`src/hdl/ukfq_pkg.sv`:
```
`default_nettype none

package ukfq_pkg;

	localparam int DEPTH = 16;
	localparam int KEY_W = 31;
	localparam int CNT_W = 5;
	localparam int POS_W = 5;
	localparam int IDX_W = $clog2(DEPTH);

	typedef enum logic [1:0] {
		MODE_INSERT = 2'd0,
		MODE_POP    = 2'd1,
		MODE_READ   = 2'd2
	} mode_t;

	typedef enum logic [1:0] {
		ST_OK    = 2'd0,
		ST_DUP   = 2'd1,
		ST_FULL  = 2'd2,
		ST_EMPTY = 2'd3
	} status_t;

	typedef struct packed {
		logic shift;
		logic load;
	} cell_ctrl_t;

endpackage

`default_nettype wire

```
`src/hdl/unique_key_fifo_queue_top.sv`:
```
// a request beat is held in the stage-one registers, and its result is registered when the output register is free
// throughput: one request per cycle while the result side takes beats
// the head sits in cell zero; a pop shifts every cell one place toward the head
// asynchronous active-low reset empties the queue and clears the output valid flag
// cell contents are not reset; only slots below the count are ever read
`default_nettype none

module unique_key_fifo_queue_top
	import ukfq_pkg::*;
(
	input  wire logic             clk,
	input  wire logic             arst_n,
	input  wire logic             in_valid,
	output logic                  in_stall,
	input  wire logic [1:0]       mode,
	input  wire logic [KEY_W-1:0] key_in,
	input  wire logic [KEY_W-1:0] value_in,
	input  wire logic [POS_W-1:0] position,
	output logic                  out_valid,
	input  wire logic             out_stall,
	output logic      [1:0]       status,
	output logic      [KEY_W-1:0] key_out,
	output logic      [KEY_W-1:0] value_out,
	output logic      [CNT_W-1:0] count
);

	logic             req_valid_q;
	logic [1:0]       mode_s1;
	logic [KEY_W-1:0] key_s1;
	logic [KEY_W-1:0] value_s1;
	logic [POS_W-1:0] position_s1;

	logic [CNT_W-1:0] cnt_q;
	logic             out_valid_q;
	status_t          status_q;
	logic [KEY_W-1:0] key_out_q;
	logic [KEY_W-1:0] value_out_q;
	logic [CNT_W-1:0] count_q;

	logic             out_free;
	logic             commit;
	logic             in_accept;

	logic [KEY_W-1:0] cell_key   [DEPTH];
	logic [KEY_W-1:0] cell_value [DEPTH];
	logic [DEPTH-1:0] hit_vec;
	cell_ctrl_t       ctrl_vec   [DEPTH];

	logic             dup;
	logic             full;
	logic             pos_ok;
	logic [POS_W-1:0] pos_m1;
	logic [IDX_W-1:0] ridx;
	logic [IDX_W-1:0] widx;

	status_t          status_d;
	logic [KEY_W-1:0] key_d;
	logic [KEY_W-1:0] value_d;
	logic [CNT_W-1:0] cnt_d;
	logic             do_insert;
	logic             do_pop;

	assign out_free  = !out_valid_q || !out_stall;
	assign commit    = req_valid_q && out_free;
	assign in_stall  = req_valid_q && !commit;
	assign in_accept = in_valid && !in_stall;

	genvar gi;
	generate
		for (gi = 0; gi < DEPTH; gi++) begin : g_cell
			logic live;
			assign live = CNT_W'(gi) < cnt_q;
			assign ctrl_vec[gi].shift = commit && do_pop;
			assign ctrl_vec[gi].load  = commit && do_insert && (widx == IDX_W'(gi));

			if (gi == DEPTH - 1) begin : g_last
				ukfq_cell u_cell (
					.clk       (clk),
					.ctrl      (ctrl_vec[gi]),
					.nbr_key   (cell_key[gi]),
					.nbr_value (cell_value[gi]),
					.new_key   (key_s1),
					.new_value (value_s1),
					.cmp_key   (key_s1),
					.live      (live),
					.key       (cell_key[gi]),
					.value     (cell_value[gi]),
					.hit       (hit_vec[gi])
				);
			end else begin : g_mid
				ukfq_cell u_cell (
					.clk       (clk),
					.ctrl      (ctrl_vec[gi]),
					.nbr_key   (cell_key[gi+1]),
					.nbr_value (cell_value[gi+1]),
					.new_key   (key_s1),
					.new_value (value_s1),
					.cmp_key   (key_s1),
					.live      (live),
					.key       (cell_key[gi]),
					.value     (cell_value[gi]),
					.hit       (hit_vec[gi])
				);
			end
		end
	endgenerate

	assign dup    = |hit_vec;
	assign full   = cnt_q == CNT_W'(DEPTH);
	assign pos_ok = (position_s1 != '0) && (CNT_W'(position_s1) <= cnt_q);
	assign pos_m1 = position_s1 - POS_W'(1);
	assign ridx   = pos_m1[IDX_W-1:0];
	assign widx   = cnt_q[IDX_W-1:0];

	always_comb begin
		status_d  = ST_OK;
		key_d     = '0;
		value_d   = '0;
		do_insert = 1'b0;
		do_pop    = 1'b0;
		case (mode_s1)
			MODE_INSERT: begin
				if (dup) begin
					status_d = ST_DUP;
				end else if (full) begin
					status_d = ST_FULL;
				end else begin
					do_insert = 1'b1;
				end
			end
			MODE_POP: begin
				if (cnt_q == '0) begin
					status_d = ST_EMPTY;
				end else begin
					do_pop  = 1'b1;
					key_d   = cell_key[0];
					value_d = cell_value[0];
				end
			end
			MODE_READ: begin
				if (pos_ok) begin
					key_d   = cell_key[ridx];
					value_d = cell_value[ridx];
				end else begin
					status_d = ST_EMPTY;
				end
			end
			default: begin
				status_d = ST_OK;
			end
		endcase
	end

	always_comb begin
		cnt_d = cnt_q;
		if (do_insert) begin
			cnt_d = cnt_q + CNT_W'(1);
		end else if (do_pop) begin
			cnt_d = cnt_q - CNT_W'(1);
		end
	end

	always_ff @(posedge clk or negedge arst_n) begin
		if (!arst_n) begin
			req_valid_q <= 1'b0;
			cnt_q       <= '0;
			out_valid_q <= 1'b0;
		end else begin
			if (in_accept) begin
				req_valid_q <= 1'b1;
			end else if (commit) begin
				req_valid_q <= 1'b0;
			end
			if (commit) begin
				cnt_q       <= cnt_d;
				out_valid_q <= 1'b1;
			end else if (!out_stall) begin
				out_valid_q <= 1'b0;
			end
		end
	end

	// request and result beats
	always_ff @(posedge clk) begin
		if (in_accept) begin
			mode_s1     <= mode;
			key_s1      <= key_in;
			value_s1    <= value_in;
			position_s1 <= position;
		end
		if (commit) begin
			status_q    <= status_d;
			key_out_q   <= key_d;
			value_out_q <= value_d;
			count_q     <= cnt_d;
		end
	end

	assign out_valid = out_valid_q;
	assign status    = status_q;
	assign key_out   = key_out_q;
	assign value_out = value_out_q;
	assign count     = count_q;

endmodule

`default_nettype wire

```
`src/hdl/ukfq_cell.sv`:
```
`default_nettype none

module ukfq_cell
	import ukfq_pkg::*;
(
	input  wire logic             clk,
	input  wire cell_ctrl_t       ctrl,
	input  wire logic [KEY_W-1:0] nbr_key,
	input  wire logic [KEY_W-1:0] nbr_value,
	input  wire logic [KEY_W-1:0] new_key,
	input  wire logic [KEY_W-1:0] new_value,
	input  wire logic [KEY_W-1:0] cmp_key,
	input  wire logic             live,
	output logic      [KEY_W-1:0] key,
	output logic      [KEY_W-1:0] value,
	output logic                  hit
);

	logic [KEY_W-1:0] key_q;
	logic [KEY_W-1:0] value_q;

	always_ff @(posedge clk) begin
		if (ctrl.load) begin
			key_q   <= new_key;
			value_q <= new_value;
		end else if (ctrl.shift) begin
			key_q   <= nbr_key;
			value_q <= nbr_value;
		end
	end

	assign key   = key_q;
	assign value = value_q;
	assign hit   = live && (key_q == cmp_key);

endmodule

`default_nettype wire
```
`config.mk`:
```
export PLATFORM = sky130hd
export DESIGN_NAME = unique_key_fifo_queue_top
export DESIGN_NICKNAME = d
export VERILOG_FILES = /design/src/hdl/ukfq_pkg.sv /design/src/hdl/unique_key_fifo_queue_top.sv /design/src/hdl/ukfq_cell.sv
export SDC_FILE = /design/constraint.sdc
export NUM_CORES = 2
export LEC_CHECK = 0
export BUFFER_PORTS_ARGS = -buffer_cell sky130_fd_sc_hd__buf_2
export CORE_ASPECT_RATIO = 1.2
export CORE_UTILIZATION = 24
export CTS_CLUSTER_DIAMETER = 30
export DETAILED_ROUTE_END_ITERATION = 8
export SLEW_MARGIN = 5
export SYNTH_ARGS = -nofsm -noshare
export SYNTH_HDL_FRONTEND = slang
export SYNTH_SLANG_ARGS = --single-unit
```
`constraint.sdc`:
```
create_clock -name clk -period 5.54 [get_ports clk]
set_input_delay 0 -clock clk [delete_from_list [all_inputs] [get_ports clk]]
set_output_delay 0 -clock clk [all_outputs]
set_load 0.005 [all_outputs]
```
# Word level (Yosys, flattened, before mapping)
# Cells that the tools add are included.
dict set report word_totals {
  regBits 1137
  input_bits 73
  out_inout_bits 71
}
dict set report op_classes {
  add_sub_neg 3
  order_cmp 18
  n_eq_ne 35
  muxes 88
  bitwise_logic 1
  reduce_logical 64
}
# op count
set op_table {}
lappend op_table {{$mux W31} 68}
lappend op_table {{$eq A31 B31 Y1} 16}
lappend op_table {{$bmux W31 S4} 2}
lappend op_table {{$pmux W31 S2} 2}
lappend op_table {{$lt A4 B5 Y1 const A} 8}
lappend op_table {{$logic_and A1 B1 Y1} 38}
lappend op_table {{$eq A4 B4 Y1 const B} 8}
lappend op_table {{$reduce_bool A2 Y1} 16}
lappend op_table {{$lt A3 B5 Y1 const A} 4}
lappend op_table {{$eq A4 B3 Y1 const B} 4}
lappend op_table {{$reduce_or A16 Y1} 1}
lappend op_table {{$lt A1 B5 Y1 const A} 2}
lappend op_table {{$lt A2 B5 Y1 const A} 2}
lappend op_table {{$mux W5} 2}
lappend op_table {{$mux W1} 9}
lappend op_table {{$eq A4 B2 Y1 const B} 2}
lappend op_table {{$mux W2} 4}
lappend op_table {{$pmux W2 S3} 1}
lappend op_table {{$add A5 B1 Y5 const B} 1}
lappend op_table {{$eq A5 B5 Y1 const B} 1}
lappend op_table {{$ge A5 B5 Y1 const B} 1}
lappend op_table {{$le A5 B5 Y1} 1}
lappend op_table {{$logic_not A5 Y1} 1}
lappend op_table {{$not A4 Y5} 1}
lappend op_table {{11 further kinds} 14}

# Logic depth before layout (Yosys ltp)
dict set report logic_depth {
  depth_word 8
  depth_mapped 16
}

# Cells and area by module
# A second synthesis with hierarchy kept.
dict set report hier_totals {
  hier_cells 3889
  area_unflattened_um2 61512.7
}
# mod n_inst cells_per_inst area_each_um2 seq_area_each_um2
set modules_own_cells {}
lappend modules_own_cells {ukfq_cell 16 174 2957.8 1861.8}
lappend modules_own_cells {unique_key_fifo_queue_top 1 1105 14187.4 4319.1}

# Worst setup path before layout
# OpenSTA, ideal clock, no wires.
dict set report synth_path {
  path_type {register to register}
  from {reg cnt_q[0]}
  to {reg g_cell[11].g_mid.u_cell.key_q[0] (enable)}
  setup_ps 430
  arrival_time_ps 4305
  required_ps 5110
  setup_slack_ps 805
  stages_incl_launch_ff 15
  n_path_buf 5
  synth_period_minus_slack_ps 4735
  path_cell_list {dfrtp_1 > buf_2 > or3_4 > a21oi_2 > nor3_1 > nand4_1 > nand4_1 > or4_1 > buf_2 > nor3_4 > buf_6 > and3_4 > buf_12 > buf_12 > nand2b_1}
}
dict set report synth_via {
  elab_chain_cells 8
  word_cells_on_any_way 45
  classes_between {order compare (16); eq/ne (2); mux (5); reduce/logical (22)}
}
# item line_no
set synth_lines {}
lappend synth_lines {{start: declaration} unique_key_fifo_queue_top.sv:33} ;# logic [CNT_W-1:0] cnt_q;
lappend synth_lines {{start signal: assignment} unique_key_fifo_queue_top.sv:175} ;# cnt_q <= cnt_d;
lappend synth_lines {{$lt A1 B5 Y1 (tied with other cells)} unique_key_fifo_queue_top.sv:72} ;# assign live = CNT_W'(gi) < cnt_q;
lappend synth_lines {{$logic_and A1 B1 Y1} ukfq_cell.sv:34} ;# assign hit = live && (key_q == cmp_key);
lappend synth_lines {{$reduce_or A16 Y1} unique_key_fifo_queue_top.sv:108} ;# assign dup = |hit_vec;
lappend synth_lines {{$mux W1} unique_key_fifo_queue_top.sv:123} ;# if (dup) begin
lappend synth_lines {{$mux W1} unique_key_fifo_queue_top.sv:121} ;# case (mode_s1)
lappend synth_lines {{$logic_and A1 B1 Y1 (2 in series)} unique_key_fifo_queue_top.sv:74} ;# assign ctrl_vec[gi].load = commit && do_insert && (widx == IDX_W'(gi));
lappend synth_lines {{$reduce_bool A2 Y1 (no line) *} -}
lappend synth_lines {{end signal: assignment} ukfq_cell.sv:24} ;# key_q <= new_key;
lappend synth_lines {{end signal: assignment} ukfq_cell.sv:27} ;# key_q <= nbr_key;
lappend synth_lines {{end: declaration} ukfq_cell.sv:19} ;# logic [KEY_W-1:0] key_q;
# Mark *: on every way between the ends. The rest lies on a longest branch, timed or not.
# A chain may end at the register's enable or synchronous reset.

# Final worst setup path
dict set report layout_path {
  from {reg key_s1[11]}
  to {reg g_cell[14].g_mid.u_cell.key_q[3] (data pin)}
}
dict set report layout_via {
  elab_chain_cells 8
  word_cells_on_any_way 38
  classes_between {eq/ne (16); mux (3); reduce/logical (19)}
}
# item line_no
set layout_lines {}
lappend layout_lines {{start: declaration} unique_key_fifo_queue_top.sv:29} ;# logic [KEY_W-1:0] key_s1;
lappend layout_lines {{start signal: assignment} unique_key_fifo_queue_top.sv:187} ;# key_s1 <= key_in;
lappend layout_lines {{$eq A31 B31 Y1} ukfq_cell.sv:34}
lappend layout_lines {{$logic_and A1 B1 Y1} ukfq_cell.sv:34}
lappend layout_lines {{$reduce_or A16 Y1 *} unique_key_fifo_queue_top.sv:108}
lappend layout_lines {{$mux W1 *} unique_key_fifo_queue_top.sv:123}
lappend layout_lines {{$mux W1 *} unique_key_fifo_queue_top.sv:121}
lappend layout_lines {{$logic_and A1 B1 Y1 * (2 in series)} unique_key_fifo_queue_top.sv:74}
lappend layout_lines {{$mux W31 *} ukfq_cell.sv:23} ;# if (ctrl.load) begin
lappend layout_lines {{end signal: assignment} ukfq_cell.sv:24}
lappend layout_lines {{end signal: assignment} ukfq_cell.sv:27}
lappend layout_lines {{end: declaration} ukfq_cell.sv:19}
# Marks and branches as above.

==> impl_metrics.json <==
{
  "outcome": "finished, final reports clean",
  "path_cells": "buf_4 > xor2_1 > nor4_1 > nand4_1 > o211ai_1 > or4_1 > nor3_4 > buf_4 > and3_4 > buf_12 > buf_4 > mux2_2",
  "first_iter_violations": 4965,
  "place_hpwl_mm": 151,
  "placedInstanceArea_um2": 69300,
  "critical_path.endpoint_type": "flip-flop",
  "fin_crit_ns": 5.19,
  "r2r-end": "g_cell[14].g_mid.u_cell.key[3]$_DFFE_PP_",
  "drive_gt1_frac": 0.432,
  "final-setup-viol-count": 0,
  "crit_required_ns": 6.10,
  "reg2reg_depth": 12,
  "ir_drop_uv": 274,
  "yosysWarnings": 0,
  "power_density_nw_per_um2": 376,
  "min_period_over_period": 0.936,
  "async_flop_share": 0.00616,
  "avgSynthCellArea_um2": 15.7,
  "grt_use_met3": 0.0308,
  "worst_slack_ns": 0.354,
  "criticalPathCategory": "flip-flop to flip-flop",
  "hold_path_class": "input pin to async pin",
  "clkTransAtPathRegs_ns": 0.05,
  "netlist.area_leader.share": 0.531,
  "grt_pass1_wl_mm": 319,
  "wl_per_cell_um": 27.5,
  "row_count": 207,
  "rrSetupSlack_ns": 0.35,
  "stdcell_area_um2": 78800,
  "grt_pass1_vias": 40400,
  "synthTopCellsByArea": "edfxtp_1, mux2_4, mux4_2",
  "grt-ovfl-total": 0,
  "antenna_found_initial": 17,
  "hold_viol_final": 0,
  "cp-startpoint": "key_s1[11]$_DFFE_PP_",
  "met2_usage": 0.261,
  "arrival_ns": 5.75,
  "ys_ff_latch": 1137,
  "post_cts_buffers": 0,
  "post-synth-top-count-cell": "edfxtp_1",
  "die_h_um": 567,
  "postRouteAntennaNets": 0,
  "drc": 0,
  "synth_edf_count": 1130,
  "first_pass_iters": 7,
  "synth_cell_type_count": 48,
  "die_w_um": 473,
  "syn_nets": 4167,
  "cts_hold_buffers": 144,
  "syn-instance-count": 4079,
  "r2r_start": "key_s1[11]$_DFFE_PP_",
  "ys.flop_type": "edfxtp_1",
  "fin_skew_ns": 0.109,
  "synth_top_family_by_area": "multiplexers",
  "cts_max_level": 4,
  "synth_area_um2": 63800,
  "root_buffer": "clkbuf_16",
  "clock_path_buffers": 4,
  "synth-compound-area-share": 0.0181,
  "cts_sinks": 1137,
  "portBuffers": 143,
  "start_util": 0.241,
  "synthSimpleGateAreaFrac": 0.0505,
  "critPathLaunchType": "flip-flop",
  "clock_latency_ns": 0.90,
  "cts.repair.resized": 0,
  "rsz0062_at_grt": "no",
  "drv_slew": 0,
  "top_usage_layer": "met2",
  "track_usage": 0.164,
  "synth_fa_ha_area_frac": 0.00294,
  "fmax_ghz": 0.193,
  "coreArea_um2": 265000,
  "final_util": 0.298,
  "dp.cells": 7630,
  "muxShareOfSynthArea": 0.280,
  "dp_slack_ns": 0.684,
  "max-slew-margin-rel": 0.238,
  "num_vias": 40000,
  "power_leakage_uw": 0.0265,
  "final_cells": 8219,
  "nNetsFinal": 4548,
  "synth_common_cells": "edfxtp_1, mux2_4, mux2_2",
  "grt_max_degree": 125,
  "wl_mm": 226,
  "critPathMaxStageDelay_ns": 1.06,
  "timing.setup.tns_ns": 0,
  "met1_usage": 0.214,
  "tritoncts": "built",
  "die-area_um2": 268000,
  "critPathSlowestCell": "edfxtp_1",
  "yosysTopAreaCell": "edfxtp_1",
  "boundaryPins": 144,
  "max_slew.worst_pin.slew_ns": 1.13,
  "cap_viol_max_count": 0,
  "gp_congestion": 0.974,
  "path_max_fanout": 21,
  "viasPerCell": 4.86,
  "synthToLayoutAreaGrowth_pct": 23.5,
  "cts-buffers-inserted": 236,
  "synth-xor-area-share": 0.0695,
  "crit_top_cell": "buf_4",
  "synth-seq-area-share": 0.534
}
==> placed cells by master (no fill, tap or decap), types with 4 or more instances in the layout <==
cell type	Yosys	layout
bufinv_16	0	29
ha_1	15	13
inv_6	0	36
clkbuf_16	0	238
nand4_1	98	98
diode_2	0	7
buf_12	56	80
xor2_1	121	120
nor2_1	12	12
and3_4	8	16
buf_4	65	159
nand3_1	84	84
mux2_4	472	472
inv_8	0	12
o2111ai_1	4	4
xnor2_1	386	384
nor3_1	12	12
nor4_1	44	44
dlygate4sd3_1	0	145
buf_2	71	143
clkinv_2	0	26
o211ai_1	63	63
clkinv_4	0	27
clkinv_1	0	17
clkbuf_1	148	11
nand2b_4	0	15
a21oi_1	7	7
dfrtp_1	7	7
edfxtp_1	1130	1130
mux4_2	248	248
mux2_2	459	459
clkinvlp_4	0	37
inv_1	13	12
nand2_1	382	382
a21boi_0	62	62
mux2i_1	5	5
o21ai_0	8	8
==> where the power goes <==
part,switching [µW],internal [µW]
clock network,5270,9320
registers,597,10200
logic,2500,1780
total,8360,21300
==> per-stage QoR <==
step           hold WS (ns)  total power [µW]
6_report              0.211             29700
5_1_grt               0.213             30400
4_1_cts              0.0152             29800
3_5_place_dp         -0.106             15100
3_3_place_gp         -0.107             15100
2_1_floorplan        -0.296             13200
==> worst max-delay path by stage <==
stage / end / cells after the start
2_1_floorplan: g_cell[11].g_mid.u_cell.key[0]$_DFFE_PP_ / 14
3_3_place_gp: g_cell[14].g_mid.u_cell.key[14]$_DFFE_PP_ / 12
3_5_place_dp: g_cell[9].g_mid.u_cell.value[30]$_DFFE_PP_ / 12
4_1_cts: g_cell[14].g_mid.u_cell.key[17]$_DFFE_PP_ / 12
5_1_grt: g_cell[14].g_mid.u_cell.value[20]$_DFFE_PP_ / 12
6_report: g_cell[14].g_mid.u_cell.key[3]$_DFFE_PP_ / 12
==> sequential cells by signal, summed over array words and instances, names as in the netlist <==
name,count
g_cell.g_mid.u_cell.key,465
g_cell.g_mid.u_cell.value,465
g_cell.g_last.u_cell.key,31
g_cell.g_last.u_cell.value,31
key_out,31
key_s1,31
value_out,31
value_s1,31
cnt_q,5
count,5
position_s1,5
mode_s1,2
status,2
out_valid,1
req_valid_q,1
==> per-layer routing <==
| metal | vias to the layer above | wire length [µm] |
|---|---|---|
| met5 | - | 96 |
| met4 | 16 | 11600 |
| met3 | 479 | 18100 |
| met2 | 2159 | 105000 |
| met1 | 20900 | 90700 |
| li1 | 16400 | - |
==> critical path, delay by kind of cell, from the launching register on <==
| family | cells | cell delay (ns) |
|---|---|---|
| buffers and inverters | 4 | 0.95 |
| muxes | 1 | 0.27 |
| AOI/OAI and AO/OA | 1 | 0.38 |
| and+or+nand+nor | 5 | 2.05 |
| DFF | 1 | 1.06 |
| xor gates and xnor gates | 1 | 0.11 |
==> cell families (layout without fill, tap and decap cells) <==
| family | after synthesis | after routing |
|---|---|---|
| multiplexers | 1184 | 1184 |
| flip-flops | 1137 | 1137 |
| AND/OR/NAND/NOR | 681 | 681 |
| XOR/XNOR | 507 | 507 |
| buffers and inverters | 397 | 977 |
| AO/OA/AOI/OAI | 158 | 158 |
| adder cells (fa/ha/maj) | 15 | 15 |
| other | 0 | 7 |
==> area by class of cell <==
class,count,area (µm²)
flip-flops and latches,1137,34100
fillers,26400,186000
well taps,3553,4450
inverters,13,51.3
diodes,7,17.5
clock buffers,249,6000
multi-input cells,2545,27100
clock inverters,188,2130
repair buffers,527,4960
(Power assumes the default switching activity.)
